## config.mk

```make
export PLATFORM = sky130hd
export DESIGN_NAME = pcpa_div
export DESIGN_NICKNAME = d
export VERILOG_FILES = /design/src/rtl/per_cpu_page_free_list_allocator_defines.svh /design/src/rtl/pcpa_pkg.sv /design/src/rtl/pcpa_div.sv
export SDC_FILE = /design/constraint.sdc
export NUM_CORES = 1
export LEC_CHECK = 0
export ABC_AREA = 1
export BUFFER_PORTS_ARGS = -buffer_cell sky130_fd_sc_hd__buf_2
export CAP_MARGIN = 25
export CORE_ASPECT_RATIO = 1.75
export CORE_UTILIZATION = 30
export CTS_CLUSTER_DIAMETER = 200
export CTS_CLUSTER_SIZE = 24
export DETAILED_ROUTE_END_ITERATION = 10
export GPL_TIMING_DRIVEN = 0
export PLACE_DENSITY = 0.57
export SETUP_SLACK_MARGIN = 0.15
export SYNTH_ARGS = -nofsm -noshare
export SYNTH_HDL_FRONTEND = slang
export SYNTH_SLANG_ARGS = --single-unit
```

## constraint.sdc

```tcl
create_clock -name clk -period 5.4 [get_ports clk]
set_input_delay 0.54 -clock clk [delete_from_list [all_inputs] [get_ports clk]]
set_output_delay 0.54 -clock clk [all_outputs]
set_load 0.005 [all_outputs]
```

## src/rtl/per_cpu_page_free_list_allocator_defines.svh

```systemverilog
// ----------------------------------------------------------------------------
// per_cpu_page_free_list_allocator_defines
// Assertion macros shared by the allocator RTL.
// ----------------------------------------------------------------------------
`ifndef PER_CPU_PAGE_FREE_LIST_ALLOCATOR_DEFINES_SVH
`define PER_CPU_PAGE_FREE_LIST_ALLOCATOR_DEFINES_SVH

// same-cycle implication, clocked on clk, off during reset
`define PCPA_ASSERT_IMP(lbl, ante, cons, msg) \
	lbl: assert property (@(posedge clk) disable iff (!arst_n) (ante) |-> (cons)) \
		else $error(msg);

// next-cycle implication, clocked on clk, off during reset
`define PCPA_ASSERT_NXT(lbl, ante, cons, msg) \
	lbl: assert property (@(posedge clk) disable iff (!arst_n) (ante) |=> (cons)) \
		else $error(msg);

`endif

```

## src/rtl/pcpa_pkg.sv

```systemverilog
// ----------------------------------------------------------------------------
// pcpa_pkg
// Shared types and constants of the page allocator.
// ----------------------------------------------------------------------------
`default_nettype none

package pcpa_pkg;

	localparam int DIV_W = 32;

	typedef struct packed {
		logic             start;
		logic [DIV_W-1:0] dividend;
		logic [DIV_W-1:0] divisor;
	} div_req_t;

	typedef struct packed {
		logic             busy;
		logic             done;
		logic [DIV_W-1:0] quotient;
	} div_rsp_t;

endpackage

`default_nettype wire

```

## src/rtl/pcpa_div.sv

```systemverilog
// ----------------------------------------------------------------------------
// pcpa_div
// Restoring divider, one quotient bit per cycle.
// ----------------------------------------------------------------------------
`default_nettype none

module pcpa_div import pcpa_pkg::*; (
	input  wire logic     clk,
	input  wire logic     arst_n,
	input  wire div_req_t req,
	output div_rsp_t      rsp
);

	localparam int CNTW = $clog2(DIV_W);

	logic             busy_q;
	logic             done_q;
	logic [CNTW-1:0]  cnt_q;
	logic [DIV_W-1:0] rem_q;
	logic [DIV_W-1:0] quo_q;
	logic [DIV_W-1:0] dvs_q;

	logic [DIV_W:0]   rem_sh;
	logic [DIV_W:0]   rem_sub;
	logic             ge;
	logic [DIV_W-1:0] rem_nx;

	always_comb begin
		rem_sh  = {rem_q, quo_q[DIV_W-1]};
		rem_sub = rem_sh - {1'b0, dvs_q};
		ge      = (rem_sh >= {1'b0, dvs_q});
		rem_nx  = ge ? rem_sub[DIV_W-1:0] : rem_sh[DIV_W-1:0];
	end

	always_ff @(posedge clk or negedge arst_n) begin
		if (!arst_n) begin
			busy_q <= 1'b0;
			done_q <= 1'b0;
			cnt_q  <= '0;
		end else begin
			done_q <= 1'b0;
			if (req.start) begin
				busy_q <= 1'b1;
				cnt_q  <= '0;
			end else if (busy_q) begin
				cnt_q <= cnt_q + 1'b1;
				if (cnt_q == CNTW'(DIV_W - 1)) begin
					busy_q <= 1'b0;
					done_q <= 1'b1;
				end
			end
		end
	end

	always_ff @(posedge clk) begin
		if (req.start) begin
			rem_q <= '0;
			quo_q <= req.dividend;
			dvs_q <= req.divisor;
		end else if (busy_q) begin
			rem_q <= rem_nx;
			quo_q <= {quo_q[DIV_W-2:0], ge};
		end
	end

	assign rsp.busy     = busy_q;
	assign rsp.done     = done_q;
	assign rsp.quotient = quo_q;

endmodule

`default_nettype wire

```

-- After elaboration in Yosys (flattened, before gate mapping)
Cells that the tools add are included.
- register bits: 103
- logic and storage cells: 22
- equality and inequality tests: 1
- add/sub/neg operators: 2
- multiplexer cells: 11
- reduce and logical (&&, ||, !) cells: 1
- order comparisons: 1
- operator list (operator ; count):
    32-bit two-way mux ; 3
    33-bit by 32-bit >= comparator with 1-bit output ; 1
    32-bit subtractor ; 1
    5-bit two-way mux ; 2
    1-bit two-way mux ; 6
    5-bit by 1-bit adder with 5-bit output (second input constant) ; 1
    5-bit equality test (second input constant) ; 1
    2-bit nonzero test ; 1

-- Longest topological paths before layout
- depth in word-level cells: 4
- mapped depth: 16
- mapped depth without buffers: 16

-- Worst setup path before layout
No wires, ideal clock.
- kind: input -> register
- start: in req[64] (netlist bit)
- end: reg quo_q[0], enable pin
- setup time: 0.409 ns
- setup slack: 3.209 ns
- stages on the path: 3
- arrival: 1.781 ns
- data required time: 4.991 ns
- buffers on the path: 1
- cells stage by stage: nor2_1 inv_1 clkbuf_1
- longest elaborated chain between the ends: 1
- ends and longest elaborated chain (item ; RTL line ; source):
    from (decl) ; pcpa_div.sv:10 ; input wire div_req_t req,
    2-bit nonzero test (no source line) ; n/a ;
    to (signal assigned) ; pcpa_div.sv:58 ; quo_q <= req.dividend;
    to (signal assigned) ; pcpa_div.sv:62 ; quo_q <= {quo_q[DIV_W-2:0], ge};
    to (decl) ; pcpa_div.sv:20 ; logic [DIV_W-1:0] quo_q;
No other way between the ends.
A chain may end at the register's enable or synchronous reset.

-- Worst setup path in the final report
- start: reg quo_q[31]
- end: reg rem_q[28]
- longest elaborated chain between the ends: 2
- elaborated cells on any way between the ends: 3
- those cells by class: add/sub: 1; order compare: 1; mux: 1
- ends and longest elaborated chain (item ; RTL line ; source):
    32-bit subtractor / 33-bit by 32-bit >= comparator with 1-bit output (equally long branches) ; pcpa_div.sv:30, pcpa_div.sv:31 ;
    32-bit two-way mux * ; pcpa_div.sv:32 ; rem_nx = ge ? rem_sub[DIV_W-1:0] : rem_sh[DIV_W-1:0];
    to (signal assigned) ; pcpa_div.sv:61 ; rem_q <= rem_nx;
    to (decl) ; pcpa_div.sv:19 ; logic [DIV_W-1:0] rem_q;
Mark *: on every way between the ends. The rest lies on a longest branch, timed or not.

==> impl_metrics.env <==
export IMPL_skew_ns=0.0120
export IMPL_synth_seq_cells=103
export IMPL_die_area_sq_um=23100
export IMPL_layout_commonest_cell="nand2_1"
export IMPL_status="complete, no violations"
export IMPL_period_needed_ns=2.61
export IMPL_synth_warnings=0
export IMPL_max_clock_freq_mhz=382
export IMPL_grt_util_all_layers_pct=17.1
export IMPL_vias=6090
export IMPL_wl_per_cell_um=13.6
export IMPL_grt_setup_unrepaired="false"
export IMPL_grt_overflow=0
export IMPL_timing_rr_end="rem_q[28]$_SDFFE_PP0P_"
export IMPL_critPathArrivalTime_ns=2.87
export IMPL_rr_worst_depth=15
export IMPL_final_cell_mix="395 x nand2_1, 172 x inv_1, 108 x buf_2"
export IMPL_hp_class="in2reg"
export IMPL_maxSlewViolCount=0
export IMPL_clkTransAtPathRegs_ns=0.08
export IMPL_hpwl_um=15300
export IMPL_grt_max_degree=35
export IMPL_die_w_um=115
export IMPL_powerDensity_nw_per_um2=413
export IMPL_syn_avg_cell_area_sq_um=6.98
export IMPL_path_class="reg2reg"
export IMPL_leakagePower_uw=0.00428
export IMPL_yosysUniqueCellTypes=35
export IMPL_setup_viol=0
export IMPL_dr_pass1_iters=4
export IMPL_nets=1182
export IMPL_postCtsSetupBuffers=0
export IMPL_post_route_drc_count=0
export IMPL_finalWeightedCongestion=0.951
export IMPL_hold_buffers=1
export IMPL_diodes=0
export IMPL_maxCapViolations=0
export IMPL_num_rows=72
export IMPL_drive_above_1_share_pct=14.2
export IMPL_htree_levels=3
export IMPL_syn_area_sq_um=6750
export IMPL_cts_tree="built"
export IMPL_setup_tns_ns=0
export IMPL_endpoint="rem_q[28]$_SDFFE_PP0P_"
export IMPL_synthCells=967
export IMPL_total_power_uw=3280
export IMPL_start_util_pct=30.6
export IMPL_path_max_fanout=3
export IMPL_critPathLaunchType="register"
export IMPL_area_growth_syn_to_layout_pct=17.7
export IMPL_regToRegSetupSlack_ns=2.79
export IMPL_synth_area_leaders="edfxtp_1 28%, nand2_1 22%, inv_1 9.6%, dfxtp_1 9.5%, ha_1 6.3%"
export IMPL_post_cts_resized=0
export IMPL_startpoint="quo_q[31]$_DFFE_PP_"
export IMPL_tightest_slew_ns=0.893
export IMPL_r2r_start="quo_q[31]$_DFFE_PP_"
export IMPL_clock_path_buffers=2
export IMPL_drtIter0Drc=202
export IMPL_grt_pass1_wl_um=29700
export IMPL_cts_root_buf="clkbuf_16"
export IMPL_wirelength_um=18800
export IMPL_worst_ep_required_time_ns=5.66
export IMPL_pin_count=101
export IMPL_relSlewSlack_pct=40.5
export IMPL_cts_num_sinks=103
export IMPL_ant_nets=0
export IMPL_port_buffers=100
export IMPL_core_area_sq_um=22100
export IMPL_finalHoldViolCount=0
export IMPL_antenna_found_initial=0
export IMPL_first_global_vias=6053
export IMPL_synth_top_area_share_pct=28.5
export IMPL_clk_latency_ns=0.37
export IMPL_die_height_um=200
export IMPL_vias_per_cell=4.41
export IMPL_numCtsBuffers=9
export IMPL_synth_seq_area_share_pct=40.6
export IMPL_ir_drop_v=0.000230
export IMPL_synth_top_cell_by_area="edfxtp_1"
export IMPL_syn_num_nets=1069
export IMPL_crit_path_end_kind="register"
export IMPL_finalCritPeriodShare_pct=48.4
## metal layers
layer,GRT usage [%],wire [um],vias up
met3,2.51,532,24
li1,-,-,3208
met5,0,0,-
met4,7.75,503,0
met1,15.9,6710,2753
met2,34.8,11000,105
## cell type report
cell class,instances,area [sq um]
Fill cell,2453,14100
Multi-Input combinational cell,662,3210
Sequential cell,103,2740
Inverter,178,668
Timing Repair Buffer,102,531
Tap cell,296,370
Clock buffer,10,229
Buffer,24,131
Clock inverter,6,61.3
## where the power goes
group / internal, uW / leakage, uW / switching, uW
sequential: 975 / 0.00102 / 75.5
clock: 326 / 0.000144 / 326
combinational: 578 / 0.00312 / 999
total: 1880 / 0.00428 / 1400
## per-stage QoR
| step | setup slack [ns] | utilization (%) | area [sq um] | std cells | hold slack (ns) |
|---|---|---|---|---|---|
| detailed placement | 2.43 | 34.6 | 7640 | 1364 | 0.387 |
| floorplan | 3.21 | - | 6750 | 967 | 0.244 |
| finish | 2.79 | 36.0 | 7940 | 1381 | 0.339 |
| global placement | 1.23 | 34.5 | 7620 | 1363 | 0.388 |
| global route | 2.64 | 36.0 | 7940 | 1381 | 0.323 |
| CTS | 2.75 | 36.0 | 7940 | 1381 | 0.322 |
## critical path, stage by stage, from the launching register on
cell and delay, ns:
edfxtp_1 0.48, inv_1 0.10, ha_1 0.24, fa_1 0.42, inv_1 0.16, nand3_1 0.08
nand3_1 0.19, nand3_1 0.10, nand2_1 0.20, nand2_1 0.16, nand2_1 0.10, nand2_1 0.05
nand2_1 0.05, nand2_1 0.05, nand3_1 0.06, nand2_1 0.05
## cells in the mapped netlist
library cell / number
o21ai_0: 4
buf_2: 8
buf_1: 1
buf_4: 2
nand3_2: 2
nor3_1: 8
nand2_2: 7
nand2_4: 2
ha_1: 34
a22o_1: 1
nand4_1: 2
nor4_1: 1
dfrtp_1: 7
a31oi_1: 2
fa_1: 1
nand3_1: 77
buf_6: 3
o21bai_1: 2
xor2_1: 1
nand2_1: 395
and3_1: 2
nor2_2: 6
a21oi_1: 18
o21ai_1: 16
clkbuf_1: 10
nor2_4: 2
and2_1: 3
dfxtp_1: 32
edfxtp_1: 64
clkinv_1: 1
inv_1: 172
nand3b_1: 21
nor2_1: 42
xnor2_1: 13
inv_2: 5
## state kept, by name, summed over array words and instances, names as in the netlist
signal	flops
done_q	1
quo_q	32
cnt_q	5
busy_q	1
dvs_q	32
rem_q	32
## kinds of logic (layout without fill, tap and decap cells)
logic type | count (synthesis) | count (layout) | share of synthesized area [%]
adders and majority gates | 35 | 35 | 6.60
DFF | 103 | 103 | 40.6
and+or+nand+nor | 570 | 570 | 35.8
xor gates and xnor gates | 14 | 14 | 1.82
buffers and inverters | 202 | 320 | 11.8
AOI/OAI and AO/OA | 43 | 43 | 3.35
## worst min path at each step
stage                        from             endpoint  slack (ns)  depth (start not counted)
after CTS                 req[20]  dvs_q[20]$_DFFE_PP_        0.32                          1
final                     req[20]  dvs_q[20]$_DFFE_PP_        0.34                          1
after global placement     arst_n     done_q$_DFF_PN0_        0.39                          1
after floorplan            arst_n     busy_q$_DFF_PN0_        0.24                          0
after global routing      req[12]  dvs_q[12]$_DFFE_PP_        0.32                          1
after detailed placement   arst_n     done_q$_DFF_PN0_        0.39                          1
Power figures use the tool's default switching activity.
